<file path="src/hdl/hsfd_pkg.sv">
// Shared types, constants and arithmetic for the humidity sensor frame decoder.
package hsfd_pkg;

  localparam logic [7:0]  CrcInit    = 8'hFF;
  localparam logic [7:0]  CrcPoly    = 8'h31;
  localparam logic [15:0] RawFull    = 16'hFFFF;
  localparam logic [14:0] TempMult   = 15'd17500;
  localparam logic [14:0] TempOffset = 15'd4500;
  localparam logic [14:0] HumMult    = 15'd12500;
  localparam logic [14:0] HumOffset  = 15'd600;
  localparam logic [14:0] HumMax     = 15'd10000;

  typedef struct packed {
    logic [13:0]        humidity_centi;
    logic signed [14:0] temperature_centi;
    logic               hum_crc_bad;
    logic               temp_crc_bad;
    logic               status;
  } hsfd_result_t;

  function automatic logic [7:0] hsfd_crc_feed(input logic [7:0] crc, input logic [7:0] b);
    logic [7:0] c;
    c = crc ^ b;
    for (int k = 0; k < 8; k++) begin
      if (c[7]) begin
        c = {c[6:0], 1'b0} ^ CrcPoly;
      end else begin
        c = {c[6:0], 1'b0};
      end
    end
    return c;
  endfunction

  // floor(mult * raw / 65535): one constant multiply, then one compare and correct
  function automatic logic [14:0] hsfd_scale(input logic [15:0] raw, input logic [14:0] mult);
    logic [30:0] prod;
    logic [14:0] q1;
    logic [16:0] rem;
    prod = 31'(raw) * 31'(mult);
    q1   = prod[30:16];
    rem  = 17'(prod[15:0]) + 17'(q1);
    return q1 + 15'(rem >= 17'(RawFull));
  endfunction

endpackage

</file>
<file path="src/hdl/hsfd_out_buf.sv">
// Two-entry result buffer: output register plus skid slot.
module hsfd_out_buf (
  input  logic                 clk_i,
  input  logic                 rst_ni,
  input  logic                 push_i,
  input  hsfd_pkg::hsfd_result_t push_data_i,
  input  logic                 pop_ready_i,
  output logic                 valid_o,
  output hsfd_pkg::hsfd_result_t data_o,
  output logic                 full_o
);
  import hsfd_pkg::*;

  logic         out_valid_q, out_valid_d;
  logic         skid_valid_q, skid_valid_d;
  hsfd_result_t out_data_q, out_data_d;
  hsfd_result_t skid_data_q, skid_data_d;
  logic         out_free;

  assign out_free = !out_valid_q || pop_ready_i;

  always_comb begin
    out_valid_d  = out_valid_q;
    out_data_d   = out_data_q;
    skid_valid_d = skid_valid_q;
    skid_data_d  = skid_data_q;
    if (out_free) begin
      if (skid_valid_q) begin
        out_valid_d  = 1'b1;
        out_data_d   = skid_data_q;
        skid_valid_d = 1'b0;
      end else begin
        out_valid_d = push_i;
        out_data_d  = push_data_i;
      end
    end else if (push_i) begin
      skid_valid_d = 1'b1;
      skid_data_d  = push_data_i;
    end
  end

  always_ff @(posedge clk_i or negedge rst_ni) begin
    if (!rst_ni) begin
      out_valid_q  <= 1'b0;
      skid_valid_q <= 1'b0;
    end else begin
      out_valid_q  <= out_valid_d;
      skid_valid_q <= skid_valid_d;
    end
  end

  always_ff @(posedge clk_i) begin
    out_data_q  <= out_data_d;
    skid_data_q <= skid_data_d;
  end

  assign valid_o = out_valid_q;
  assign data_o  = out_data_q;
  assign full_o  = skid_valid_q;

  a_skid_needs_out: assert property (@(posedge clk_i) disable iff (!rst_ni)
    skid_valid_q |-> out_valid_q)
    else $error("skid slot holds a result while output register is empty");

  a_no_push_when_full: assert property (@(posedge clk_i) disable iff (!rst_ni)
    skid_valid_q |-> !push_i)
    else $error("result pushed while both entries are occupied");

  a_skid_fill_on_stall: assert property (@(posedge clk_i) disable iff (!rst_ni)
    (push_i && out_valid_q && !pop_ready_i) |=> skid_valid_q)
    else $error("stalled result not held in skid slot");

endmodule

</file>
<file path="src/hdl/humidity_sensor_frame_decoder.sv">
// Top level of the humidity sensor frame decoder: byte sequencing, CRC check, conversion.
//
//  Channel  Dir  Signals                   Carries
//  s_axis   in   tvalid/tready/tdata/tuser one reply byte; tuser marks frame start
//  m_axis   out  tvalid/tready/tdata/tuser one decoded measurement per six-byte reply
//
//  One byte is taken per cycle while s_axis_tready is high; the sixth byte's transfer
//  pushes the result to the output buffer; CRC update and conversion are combinational.
//  Reset: byte position 0, running CRC 0xFF, output buffer empty.
//  s_axis_tready drops only while both the output register and the skid slot hold results.
module humidity_sensor_frame_decoder (
  input  logic        clk_i,
  input  logic        rst_ni,
  input  logic        s_axis_tvalid,
  output logic        s_axis_tready,
  input  logic [7:0]  s_axis_tdata,   // [7:0] rx_byte
  input  logic [0:0]  s_axis_tuser,   // [0] frame_start
  output logic        m_axis_tvalid,
  input  logic        m_axis_tready,
  output logic [31:0] m_axis_tdata,   // [14:0] temperature_centi, [28:15] humidity_centi
  output logic [2:0]  m_axis_tuser    // [0] status, [1] temp_crc_bad, [2] hum_crc_bad
);
  import hsfd_pkg::*;

  localparam logic [2:0] Pos0 = 3'd0;
  localparam logic [2:0] Pos1 = 3'd1;
  localparam logic [2:0] Pos2 = 3'd2;
  localparam logic [2:0] Pos3 = 3'd3;
  localparam logic [2:0] Pos4 = 3'd4;
  localparam logic [2:0] Pos5 = 3'd5;

  logic [2:0]         pos_q, pos_d, pos_cur;
  logic [7:0]         crc_q, crc_d;
  logic [7:0]         hold_q, hold_d;
  logic [15:0]        temp_raw_q, temp_raw_d;
  logic [15:0]        hum_raw_q, hum_raw_d;
  logic               temp_bad_q, temp_bad_d;
  logic signed [14:0] temp_centi_q, temp_centi_d;
  logic               in_xfer;
  logic               push;
  logic               buf_full;
  logic               hum_bad, any_bad;
  logic [14:0]        hum_scaled;
  logic [13:0]        hum_clamped;
  hsfd_result_t       result;
  hsfd_result_t       out_data;

  assign s_axis_tready = !buf_full;
  assign in_xfer       = s_axis_tvalid && s_axis_tready;
  assign pos_cur       = s_axis_tuser[0] ? Pos0 : pos_q;

  assign hum_bad    = (crc_q != s_axis_tdata);
  assign any_bad    = hum_bad || temp_bad_q;
  assign hum_scaled = hsfd_scale(hum_raw_q, HumMult);

  always_comb begin
    if (hum_scaled < HumOffset) begin
      hum_clamped = '0;
    end else if (hum_scaled > HumMax + HumOffset) begin
      hum_clamped = 14'(HumMax);
    end else begin
      hum_clamped = 14'(hum_scaled - HumOffset);
    end
  end

  always_comb begin
    result.status            = any_bad;
    result.temp_crc_bad      = temp_bad_q;
    result.hum_crc_bad       = hum_bad;
    result.temperature_centi = any_bad ? '0 : temp_centi_q;
    result.humidity_centi    = any_bad ? '0 : hum_clamped;
  end

  always_comb begin
    pos_d        = pos_q;
    crc_d        = crc_q;
    hold_d       = hold_q;
    temp_raw_d   = temp_raw_q;
    hum_raw_d    = hum_raw_q;
    temp_bad_d   = temp_bad_q;
    temp_centi_d = temp_centi_q;
    push         = 1'b0;
    if (in_xfer) begin
      unique case (pos_cur)
        Pos0, Pos3: begin
          crc_d  = hsfd_crc_feed(CrcInit, s_axis_tdata);
          hold_d = s_axis_tdata;
          pos_d  = pos_cur + 3'd1;
        end
        Pos1: begin
          crc_d      = hsfd_crc_feed(crc_q, s_axis_tdata);
          temp_raw_d = {hold_q, s_axis_tdata};
          pos_d      = Pos2;
        end
        Pos2: begin
          temp_bad_d   = (crc_q != s_axis_tdata);
          crc_d        = CrcInit;
          temp_centi_d = hsfd_scale(temp_raw_q, TempMult) - TempOffset;
          pos_d        = Pos3;
        end
        Pos4: begin
          crc_d     = hsfd_crc_feed(crc_q, s_axis_tdata);
          hum_raw_d = {hold_q, s_axis_tdata};
          pos_d     = Pos5;
        end
        default: begin
          push  = 1'b1;
          crc_d = CrcInit;
          pos_d = Pos0;
        end
      endcase
    end
  end

  always_ff @(posedge clk_i or negedge rst_ni) begin
    if (!rst_ni) begin
      pos_q      <= Pos0;
      crc_q      <= CrcInit;
      hold_q     <= '0;
      temp_raw_q <= '0;
      hum_raw_q  <= '0;
      temp_bad_q <= 1'b0;
    end else begin
      pos_q      <= pos_d;
      crc_q      <= crc_d;
      hold_q     <= hold_d;
      temp_raw_q <= temp_raw_d;
      hum_raw_q  <= hum_raw_d;
      temp_bad_q <= temp_bad_d;
    end
  end

  always_ff @(posedge clk_i) begin
    temp_centi_q <= temp_centi_d;
  end

  hsfd_out_buf u_out_buf (
    .clk_i       (clk_i),
    .rst_ni      (rst_ni),
    .push_i      (push),
    .push_data_i (result),
    .pop_ready_i (m_axis_tready),
    .valid_o     (m_axis_tvalid),
    .data_o      (out_data),
    .full_o      (buf_full)
  );

  assign m_axis_tdata = {3'b000, out_data.humidity_centi, out_data.temperature_centi};
  assign m_axis_tuser = {out_data.hum_crc_bad, out_data.temp_crc_bad, out_data.status};

  a_pos_range: assert property (@(posedge clk_i) disable iff (!rst_ni)
    pos_q <= Pos5)
    else $error("byte position out of range");

  a_crc_init_at_word_start: assert property (@(posedge clk_i) disable iff (!rst_ni)
    (pos_q == Pos0 || pos_q == Pos3) |-> crc_q == CrcInit)
    else $error("running CRC not reinitialized at word start");

  a_push_only_on_sixth: assert property (@(posedge clk_i) disable iff (!rst_ni)
    push |-> (in_xfer && pos_cur == Pos5))
    else $error("result produced outside sixth byte transfer");

endmodule
</file>
<file path="config.mk">
export PLATFORM = sky130hd
export DESIGN_NAME = humidity_sensor_frame_decoder
export DESIGN_NICKNAME = d
export VERILOG_FILES = /design/src/hdl/hsfd_pkg.sv /design/src/hdl/hsfd_out_buf.sv /design/src/hdl/humidity_sensor_frame_decoder.sv
export SDC_FILE = /design/constraint.sdc
export NUM_CORES = 1
export LEC_CHECK = 0
export ABC_AREA = 1
export BUFFER_PORTS_ARGS = -buffer_cell sky130_fd_sc_hd__buf_4
export CAP_MARGIN = 15
export CORE_MARGIN = 5
export CORE_UTILIZATION = 33
export DETAILED_ROUTE_END_ITERATION = 8
export SYNTH_ARGS = -nofsm -noshare
export SYNTH_HDL_FRONTEND = slang
export SYNTH_SLANG_ARGS = --single-unit
</file>
<file path="constraint.sdc">
create_clock -name clk_i -period 15.65 [get_ports clk_i]
set_input_delay 1.565 -clock clk_i [delete_from_list [all_inputs] [get_ports clk_i]]
set_output_delay 1.565 -clock clk_i [all_outputs]
set_load 0.03 [all_outputs]
</file>
# [Word level (Yosys, flattened, before mapping)]
# Cells that the tools add are included.
[op_classes] addsub=7 mul=2 n_lt_le_gt_ge=4 n_eq_ne=5 mux=78 bitwise=26 reduce_logical=14
[ops] op="8-bit two-way mux" n=42
[ops] op="6-bit two-way mux" n=23
[ops] op="3-bit inverter" n=23
[ops] op="14-bit two-way mux" n=3
[ops] op="17-bit by 16-bit greater-or-equal comparator with 1-bit output, second input constant" n=2
[ops] op="32-bit two-way mux" n=1
[ops] op="16-bit by 13-bit multiplier with 29-bit output, second input constant" n=1
[ops] op="16-bit by 12-bit multiplier with 28-bit output, second input constant" n=1
[ops] op="8-bit case mux with 3 select lines" n=1
[ops] op="16-bit by 14-bit adder with 17-bit output" n=1
[ops] op="16-bit by 15-bit adder with 17-bit output" n=1
[ops] op="14-bit by 1-bit adder with 15-bit output" n=1
[ops] op="15-bit by 1-bit adder with 15-bit output" n=1
[ops] op="15-bit by 14-bit > comparator with 1-bit output, second input constant" n=1
[ops] op="15-bit by 10-bit less-than comparator with 1-bit output, second input constant" n=1
[ops] op="15-bit two-way mux" n=1
[ops] op="15-bit by 13-bit subtractor with 15-bit output, second input constant" n=1
[ops] op="14-bit by 10-bit subtractor with 14-bit output, second input constant" n=1
[ops] op="3-bit case mux with 4 select lines" n=1
[ops] op="2-bit AND reduction" n=5
[ops] op="8-bit != test" n=1
[ops] op="8-bit inverter" n=1
[ops] op="8-bit XOR" n=1
[ops] op="3-bit by 2-bit == test with 1-bit output, second input constant" n=2
[ops] op="13 further kinds" n=19
[totals] ff_bits=133 output_inout_bits=37

# [Logic depth before layout (Yosys ltp)]
# Gate-level depths: netlist of the first run.
[depth] word_depth=32 ltp_mapped=55 ltp_nobuf=55

# [Hierarchy]
# Synthesis of the first run repeated with hierarchy kept, for this count alone.
[unflattened] cells_unflattened=1968 hier_area_um2=15428.5
[by_module_without_submodules] module="humidity_sensor_frame_decoder" instances=1 cells_each=1791 area_per_inst_um2=12966.2 seq_area_each_um2=1761.7
[by_module_without_submodules] module="hsfd_out_buf" instances=1 cells_each=177 area_per_inst_um2=2462.4 seq_area_each_um2=1971.9

# [Worst setup path after synthesis of the first run]
# OpenSTA, ideal clock, no wires.
[synth_timing] path_kind="register to register" start="register hum_raw_q[2]" end="register u_out_buf.out_data_q, in the netlist u_out_buf.data_o[24] (data pin)" arrival_ns=7.434 t_required_ns=15.397 path_slack_ns=7.963 stages_incl_launch_ff=55 n_path_buf=0 cell_sequence="dfrtp_1 -> ha_1 -> xor2_1 -> xor2_1 -> inv_1 -> ha_1 -> a31o_2 -> fa_1 -> inv_1 -> fa_1 -> inv_1 -> ha_1 -> nand2_2 -> nor2_2 -> inv_2 -> nor2_4 -> nand2_2 -> nand4_1 -> (+19 left out) -> ha_1 -> nand3_1 -> nor2_2 -> xor2_1 -> inv_1 -> ha_1 -> inv_1 -> nand2_1 -> nand2_2 -> nand2_1 -> nand2_2 -> nand3_2 -> nand2_2 -> inv_4 -> nand2_8 -> nor2_4 -> nand2_1 -> nand2_1"
[synth_rtl] element="start: declaration" line_no="humidity_sensor_frame_decoder.sv:36" text="logic [15:0] hum_raw_q, hum_raw_d;"
[synth_rtl] element="start signal: assignment" line_no="humidity_sensor_frame_decoder.sv:128" text="hum_raw_q <= hum_raw_d;"
[synth_rtl] element="end signal: assignment" line_no="hsfd_out_buf.sv:53" text="out_data_q <= out_data_d;"
[synth_rtl] element="end: declaration" line_no="hsfd_out_buf.sv:16" text="hsfd_result_t out_data_q, out_data_d;"

==> results.txt, run 1 <==
Among the stages of the critical path, the cell type that occurs most often is sky130_fd_sc_hd__nand2_1. The mean area per synthesized cell came out at about 8 µm². Of the total synthesized cell area, the portion taken by AND, OR, NAND and NOR gates is 0.215.

In the finished design, the share of the clock period the worst path needs comes to 0.549. The worst register-to-register path has a depth of 54. The floorplan step defined a die boundary enclosing between 0.05 and 0.06 mm².

On the critical path the largest part of the delay comes from adder cells. The post-layout utilization of the core came out at 0.368. The post-cts gate resize count is 0. The nature of the critical path endpoint is a flip-flop. The post-route antenna net violation count came out at 0. The TritonCTS clock tree is yes.

The insertion delay of the later-clocked pin in the worst-skew pair came out at 440 ps. The effective utilization at floorplan is 0.331. Buffers added to address setup during post-CTS repair amount to 0.

The total clock buffers created by CTS came out at 17. The top-level port count is 50. The count of flip-flops with a built-in enable after synthesis is slightly below 80. The final critical delay including setup and external delays is roughly 8600 ps. Routability-driven placement finished with a final weighted congestion of about 0.91.

The count of synthesis-stage warnings from yosys came out at 0. Setup repair after global routing left no endpoint under its margin. The class of the most critical hold timing path is reg2reg. Of the total synthesized cell area, the portion taken by full adders, half adders and majority gates is 0.308. The most critical setup path has its startpoint at hum_raw_q[2]$_DFFE_PN0P_. The root buffer cell chosen for the clock tree is sky130_fd_sc_hd__clkbuf_16. The highest metal layer carrying signal wires in the routed design is met5. The total overflow left after global routing is 0. The flop-to-flop setup slack came out at 7050 ps.

For the pin with the worst max-slew slack, the measured transition is ~950 ps. Synthesis produced a netlist whose cell count is about 2000. Setup total negative slack on the finished layout was measured at 0 ps. The clock transition at the registers of the reported paths came out at ~80 ps.

The detailed-routed wire length on met3 came out at between 1000 and 1500 µm. The share of async-settable or async-resettable flops after synthesis is 0.406. At the worst endpoint, the arrival time is 8780 ps. For this design, the slowest cell found on the critical path is sky130_fd_sc_hd__fa_1.

The final-report hold violation count came out at 0. The via count of the first global-routing pass was between 10000 and 15000. The dominant combinational cell family by area after synthesis is adder cells.

In this design, the stage delay of the slowest critical-path cell is 530 ps. The peak fanout along the critical path is 8. The netlist area before placement came out at 0.0153 mm². The number of levels in the clock H-tree came out at 4. By startpoint and endpoint, the worst setup path is classified as reg2reg.

In the final layout, the share of cells above drive strength 1 is 0.0801. The TritonCTS sink count is 133. The number of max-slew violations in the final report came to 0. The synthesized design contains around 130 register bits.

The area of the core is 0.0463 mm². The total global routing track utilization came out at 0.149. The routed length per placed instance came out at between 10 and 15 µm. The endpoint required time on the critical path is 15830 ps. The via count is between 10000 and 15000. Entering global routing, the biggest net connects 55 pins.

The detailed-route DRC error count came out at 0. The endpoint identified for the worst register-to-register timing path is u_out_buf.data_o[25]$_DFFE_PN_. The most frequent standard cell in the layout excluding fill and tap cells is sky130_fd_sc_hd__nand2_1. The fraction of the mapped netlist area in compound gates is 0.0678. The tool flagged a number of max-cap violations equal to 0.

The count of cell types in the netlist came out at 55. The standard-cell row count is slightly below 80. The post-synthesis sequential area ratio came out at 0.244.

The filler cell count in the final layout came out at approximately 4700. The initial antenna violation count came to 4. The clock skew after layout came out at 19.8 ps. The wire length on met1 came out at between 15000 and 20000 µm. The wire length of the first global-routing pass came out at ~60000 µm. Measured against its own limit, the worst slew margin works out to 0.366. The width of the die is about 230 µm.

The amount of wire on met2 after detailed routing is around 17000 µm. The number of nets in the finished design is ~2300. The top achievable clock speed came out at 0.116 GHz. The average via count per standard cell is ~4.6. The overall die height came out at about 230 µm. The launching point of the worst reg2reg path is hum_raw_q[2]$_DFFE_PN0P_. Following the worst setup path forward leads to its endpoint at u_out_buf.data_o[25]$_DFFE_PN_. The flow ran to the end, and the final reports show no timing, DRC or antenna violations. The most used flip-flop cell after synthesis is sky130_fd_sc_hd__edfxtp_1. The share of the synthesized netlist area taken by xor and xnor gates is 0.0565. The total stage count of the critical path came out at 54. The length of the first detailed-routing pass in iterations is 5.

The synthesis-to-finish area growth came out at 11.0%. The count of buffers from port buffering came out at 46. The maximum buffer depth of the clock tree is 2.

The setup-violating endpoint count in the final report came out at 0. The sum of buffers and inverters on the critical path is 8. Leaving out fill and tap cells, the most frequent cells in the layout are sky130_fd_sc_hd__nand2_1 (453), sky130_fd_sc_hd__inv_1 (415), sky130_fd_sc_hd__ha_1 (244).

STA classifies the critical path startpoint as a flip-flop. After legalization and detailed placement, the total HPWL measured about 31000 µm. Buffers inserted to repair hold after CTS numbered 0. The aggregate routed wire length came out at 37200 µm. The mux contribution to synthesized area is 0.000653.

The number of DRC violations after detailed-routing iteration 0 came out at around 660.
[metrics by stage]
step | hold WS (ps) | cell area (µm²) | std cells | setup WS, ps
6_report | 511 | 17000 | 2617 | 7050
5_1_grt | 530 | 17000 | 2617 | 6270
4_1_cts | 510 | 17000 | 2616 | 7030
3_5_place_dp | 500 | 16400 | 2584 | 7100
3_3_place_gp | 493 | 16400 | 2584 | 7310
2_1_floorplan | 470 | 15300 | 1945 | 7960
[registers in the layout, indices dropped and copies added (netlist names)]
| register | count |
|---|---|
| crc_q | 8 |
| hold_q | 8 |
| hum_raw_q | 16 |
| pos_q | 3 |
| temp_bad_q | 1 |
| temp_centi_q | 15 |
| temp_raw_q | 16 |
| u_out_buf.data_o | 32 |
| u_out_buf.full_o | 1 |
| u_out_buf.skid_data_q | 32 |
| u_out_buf.valid_o | 1 |
[routing by layer]
| layer | up-vias | track usage |
|---|---|---|
| li1 | 6232 | - |
| met1 | 5618 | 0.198 |
| met2 | 188 | 0.250 |
| met3 | 44 | 0.0254 |
| met4 | 6 | 0.0433 |
| met5 | - | 0 |
[logic make-up after synthesis]
logic type	count (synthesis)
other	1
XOR/XNOR	98
AND/OR/NAND/NOR	758
buffers and inverters	441
AO/OA/AOI/OAI	184
multiplexers	1
adder cells (fa/ha/maj)	327
flip-flops	133
[cell usage after synthesis, drive strengths merged (3+ instances only)]
cell type	count	area, µm²
a21o	5	37.5
a21oi	87	439
a31o	4	35.0
a31oi	7	43.8
and2	3	18.8
buf	7	38.8
clkbuf	12	45.0
dfrtp	46	1150
dfstp	8	210
edfxtp	79	2370
fa	83	1660
ha	244	3050
inv	420	1580
nand2	476	1870
nand3	78	420
nand3b	4	30.0
nand4	17	106
nor2	150	666
nor3	15	85.1
nor4	4	25.0
o211ai	4	30.0
o21a	3	22.5
o21ai	56	280
o21bai	9	82.6
or2	7	43.8
xnor2	31	272
xor2	67	594
[area by class of cell]
class                   instances  area [µm²]  area share
clock buffers                  20         447      0.0263
inverters                     422        1590      0.0932
well taps                     607         759      0.0446
clock inverters                12         169     0.00993
multi-input cells            1371        9930       0.584
diodes                          1        2.50    0.000147
flip-flops and latches        133        3730       0.219
repair buffers                 51         383      0.0225
[worst reg2reg max path: cells and delay by family, from the launching register on]
family                     cells  cell delay (ps)
adders and majority gates      9             3090
and+or+nand+nor               30             2690
xor gates and xnor gates       3              820
AOI/OAI and AO/OA              4              730
buffers and inverters          8              560
DFF                            1              470
[worst min-delay path by stage]
| stage | start | endpoint | slack [ps] | depth (start not counted) |
|---|---|---|---|---|
| 5_1_grt | temp_bad_q$_DFFE_PN0P_ | u_out_buf.skid_data_q[1]$_DFFE_PP_ | 530 | 0 |
| 3_5_place_dp | crc_q[2]$_DFFE_PN1P_ | crc_q[2]$_DFFE_PN1P_ | 500 | 2 |
| 4_1_cts | crc_q[1]$_DFFE_PN1P_ | crc_q[1]$_DFFE_PN1P_ | 510 | 2 |
| 6_report | crc_q[2]$_DFFE_PN1P_ | crc_q[2]$_DFFE_PN1P_ | 510 | 2 |
| 2_1_floorplan | temp_bad_q$_DFFE_PN0P_ | u_out_buf.skid_data_q[1]$_DFFE_PP_ | 470 | 0 |
| 3_3_place_gp | temp_bad_q$_DFFE_PN0P_ | u_out_buf.skid_data_q[1]$_DFFE_PP_ | 490 | 0 |
Power of run 1 is left out: the tool's default activity adds up to more than one toggle a clock period on the data nets, which glitch-free logic cannot reach.
==> run 2: changes to the inputs <==
ABC_AREA = 0   (was 1)
clock period = 7.6 ns   (was 15.65 ns; I/O delays follow)
==> run 2 against run 1 <==
  * The run now ends with negative setup slack left
  * Flip-flop and latch count stayed put
  * Largest cell class unchanged
  * Global-route usage increased by 0.88 points
  * Via count is 2.4% higher
  * Synthesized cell count fell by 23%
  * Count of clock-buffer cells in the layout is 3 lower
  * Design area rose by 23%
  * Clock skew down 10 ps
  * Core utilization increased by 10 points
  * First-iteration DRC count down 6.3%
  * Die area is 2.8% lower
  * Synthesized area shrank 2.9%
  * Critical path depth down 16
==> results.txt, run 2 <==
Of all cell types, the one taking the most synthesized area is sky130_fd_sc_hd__ha_1. Synthesis handed over a netlist of about 1500 instances. TritonCTS built the clock tree. The final cycle utilization of the critical path is 1.19. The area of the die came out at between 0.04 and 0.05 mm².

The top achievable clock speed is around 0.11 GHz. The number of hold buffers added after cts came out at 0. The detailed-route DRC error count came out at 0.

The flow ran to the end, but the final reports show violations. Leaving out fill and tap cells, the most frequent cell in the layout is sky130_fd_sc_hd__buf_4. In the layout the commonest cells are sky130_fd_sc_hd__buf_4 (438), sky130_fd_sc_hd__inv_1 (237), sky130_fd_sc_hd__ha_1 (185). The number of levels in the clock H-tree is 4. The most used standard cell by instance count after synthesis is sky130_fd_sc_hd__inv_1. The number of standard cells in the final layout excluding fillers came out at 2541. The share of final-layout standard cells stronger than drive strength 1 is 0.409.

The count of flip-flops with a built-in enable after synthesis came out at 79. The final reports fail on negative setup slack. The maximum number of pins on one net before global-route repair came out at 55. The kind of cell with the highest combined delay on the critical path is simple AND/OR/NAND/NOR gates. The cell that appears most often on the critical path is sky130_fd_sc_hd__ha_4. Using the TritonRoute via totals, the vias-per-cell ratio works out to around 4.9. The initial antenna violation count came out at 0. On the final layout, the worst hold slack is 386 ps. The met3 track demand over resource is 0.0223. The TritonCTS sink count is roughly 130. Setup repair after global routing could not meet its margin everywhere. The number of DRC violations after detailed-routing iteration 0 came out at 620. The data arrival at the endpoint of the critical path came out at just over 9000 ps. Synthesis inferred 133 register bits.

Together, buffers and inverters on the worst path number 4. The peak fanout along the critical path came out at 4. After synthesis the cells add up to ~0.015 mm². The commonest cells after synthesis are sky130_fd_sc_hd__inv_1 (253), sky130_fd_sc_hd__ha_1 (244), sky130_fd_sc_hd__xnor2_1 (91), sky130_fd_sc_hd__fa_1 (83), sky130_fd_sc_hd__edfxtp_1 (79). The count of synthesis-stage warnings from yosys is 0.

The clock transition at the registers of the reported paths is around 70 ps. The worst hold path belongs to the class in2async. The final estimated routing congestion in global placement came out at ~0.88.

The reported max-cap violation count is 0. Clock skew on the completed layout was measured at between 9 and 10 ps. The global routing stage identified its most utilized layer as met2. The total instance count after detailed placement came out at between 2000 and 2500. After legalization and detailed placement, the total HPWL measured about 31000 µm. The routing usage on met2 is 0.285. The via count of the first global-routing pass is approximately 13000.

The maximum buffer depth of the clock tree came out at 2. The synthesis-to-finish area growth came out at 40.9%. The endpoint required time on the critical path came out at between 7000 and 8000 ps.

The total clock buffers created by CTS came out at 17. The standard-cell row count is 77. The final-report hold violation count was 0. The area of the core came out at 0.0444 mm². The effective utilization at floorplan is 0.335. Measured on the finished design, the core utilization comes to 0.472. For this run, the total global-route usage over all layers was measured as 0.158. The final critical delay including setup and external delays came out at about 9000 ps. The post-route antenna net violation count is 0. The final route contains approximately 12000 vias. The setup-violating endpoint count in the final report is 35. For this design, the slowest cell found on the critical path is sky130_fd_sc_hd__fa_1. In the synthesized netlist the dominant register cell turns out to be sky130_fd_sc_hd__edfxtp_1. In the post-synthesis netlist, the biggest area contributors are sky130_fd_sc_hd__ha_1 (21%), sky130_fd_sc_hd__edfxtp_1 (16%), sky130_fd_sc_hd__fa_1 (11%), sky130_fd_sc_hd__dfrtp_1 (7.7%), sky130_fd_sc_hd__inv_1 (6.4%). The overall die height is approximately 220 µm. In the final routed layout, each cell accounts on average for around 15 µm. At the later pin of the worst-skew pair, clock insertion delay measures between 400 and 500 ps.

The transition time of the tightest slew-check pin is around 1200 ps. The remaining max-slew budget at the tightest pin came out at 0.204. The share of the Yosys chip area taken by registers is 0.251. The met1 track utilization from global routing is 0.196. After filler insertion, the fill cell instance count of the layout stands at approximately 4000. The sum of negative setup slack is -36730 ps. The setup slack after layout is -1430 ps. Of the post-synthesis cell area, the dominant cell type holds 0.205. The global route total overflow came out at 0. The count of inserted antenna diode cells is 0. The longest individual stage delay on the worst path is between 500 and 600 ps.

Of all flip-flops after synthesis, the portion carrying an async set or reset was 0.406. The width of the die came out at about 220 µm. The number of nets in the finished design came out at about 2300. The first detailed-routing pass took 7 iterations. The count of buffers from port buffering came out at 46. The count of cell types in the netlist came out at between 90 and 100. STA classifies the critical path startpoint as a flip-flop. The startpoint-to-endpoint class of the critical path is reg2reg. The worst setup path is captured at a flip-flop. The number of max-slew violations in the final report was 0. The wire length of the first global-routing pass came out at around 65000 µm. The mean area per synthesized cell is between 9 and 10 µm².

The top-level port count came out at 50. For this block, the routed nets add up to ~39000 µm of wire. The tree is rooted in a sky130_fd_sc_hd__clkbuf_16.
-- run 2: cell families (layout without fill, tap and decap cells) --
| kind of cell | after synthesis | count (layout) | synth area share |
|---|---|---|---|
| adder cells (fa/ha/maj) | 327 | 327 | 0.317 |
| buffers and inverters | 297 | 745 | 0.0791 |
| AND/OR/NAND/NOR | 280 | 281 | 0.0987 |
| AO/OA/AOI/OAI | 262 | 262 | 0.125 |
| XOR/XNOR | 134 | 134 | 0.0811 |
| flip-flops | 133 | 133 | 0.251 |
| multiplexers | 64 | 64 | 0.0481 |
| other | 1 | 3 | 0.000252 |
-- run 2: final timing paths --
kind / from / end / slack [ps] / cells after the start
max: hum_raw_q[13]$_DFFE_PN0P_ / u_out_buf.data_o[18]$_DFFE_PN_ / -1430 / 38
min: rst_ni / temp_raw_q[8]$_DFFE_PN0P_ / 390 / 1
max reg2reg: hum_raw_q[13]$_DFFE_PN0P_ / u_out_buf.data_o[18]$_DFFE_PN_ / -1430 / 38
min reg2reg: temp_bad_q$_DFFE_PN0P_ / u_out_buf.skid_data_q[1]$_DFFE_PP_ / 510 / 0
max in group asynchronous: rst_ni / hum_raw_q[12]$_DFFE_PN0P_ / 6710 / 1
min in group clk_i: temp_bad_q$_DFFE_PN0P_ / u_out_buf.skid_data_q[1]$_DFFE_PP_ / 510 / 0
-- run 2: worst register-to-register path, delay by kind of cell (launching register included) --
family	cells	cell delay [ps]
buf+inv	4	290
flops	1	440
simple gates	12	3010
fa+ha+maj	9	2720
xor+xnor	2	220
compound gates	11	2140
-- run 2: repair_timing --
action | in CTS | in global routing
resized for setup | 138 | 98
setup buffers | 67 | 21
setup endpoints to repair | 38 | 40
pin swaps | 77 | 91
cloned | 2 | 0
-- run 2: metrics by stage --
step | setup slack [ps] | area (µm²)
4_1_cts | -1440 | 20300
3_5_place_dp | -1680 | 18500
2_1_floorplan | -1380 | 15200
6_report | -1430 | 21000
3_3_place_gp | -1460 | 18500
5_1_grt | -1900 | 21000
-- run 2: final cells by class --
type	instances	area [µm²]	area share
Clock inverter	15	144	0.00686
Tap cell	592	741	0.0353
Clock buffer	17	425	0.0203
Timing Repair Buffer	456	3550	0.169
Sequential cell	133	3750	0.179
Multi-Input combinational cell	1071	11400	0.543
Inverter	257	970	0.0462
-- run 2: per-layer routing --
layer  part of all wire  up-vias
li1                   -     6085
met1               0.43     6011
met2               0.51      219
met3              0.033       61
met4              0.024        0
met5                  0        -
Power of run 2 is left out for the same reason.
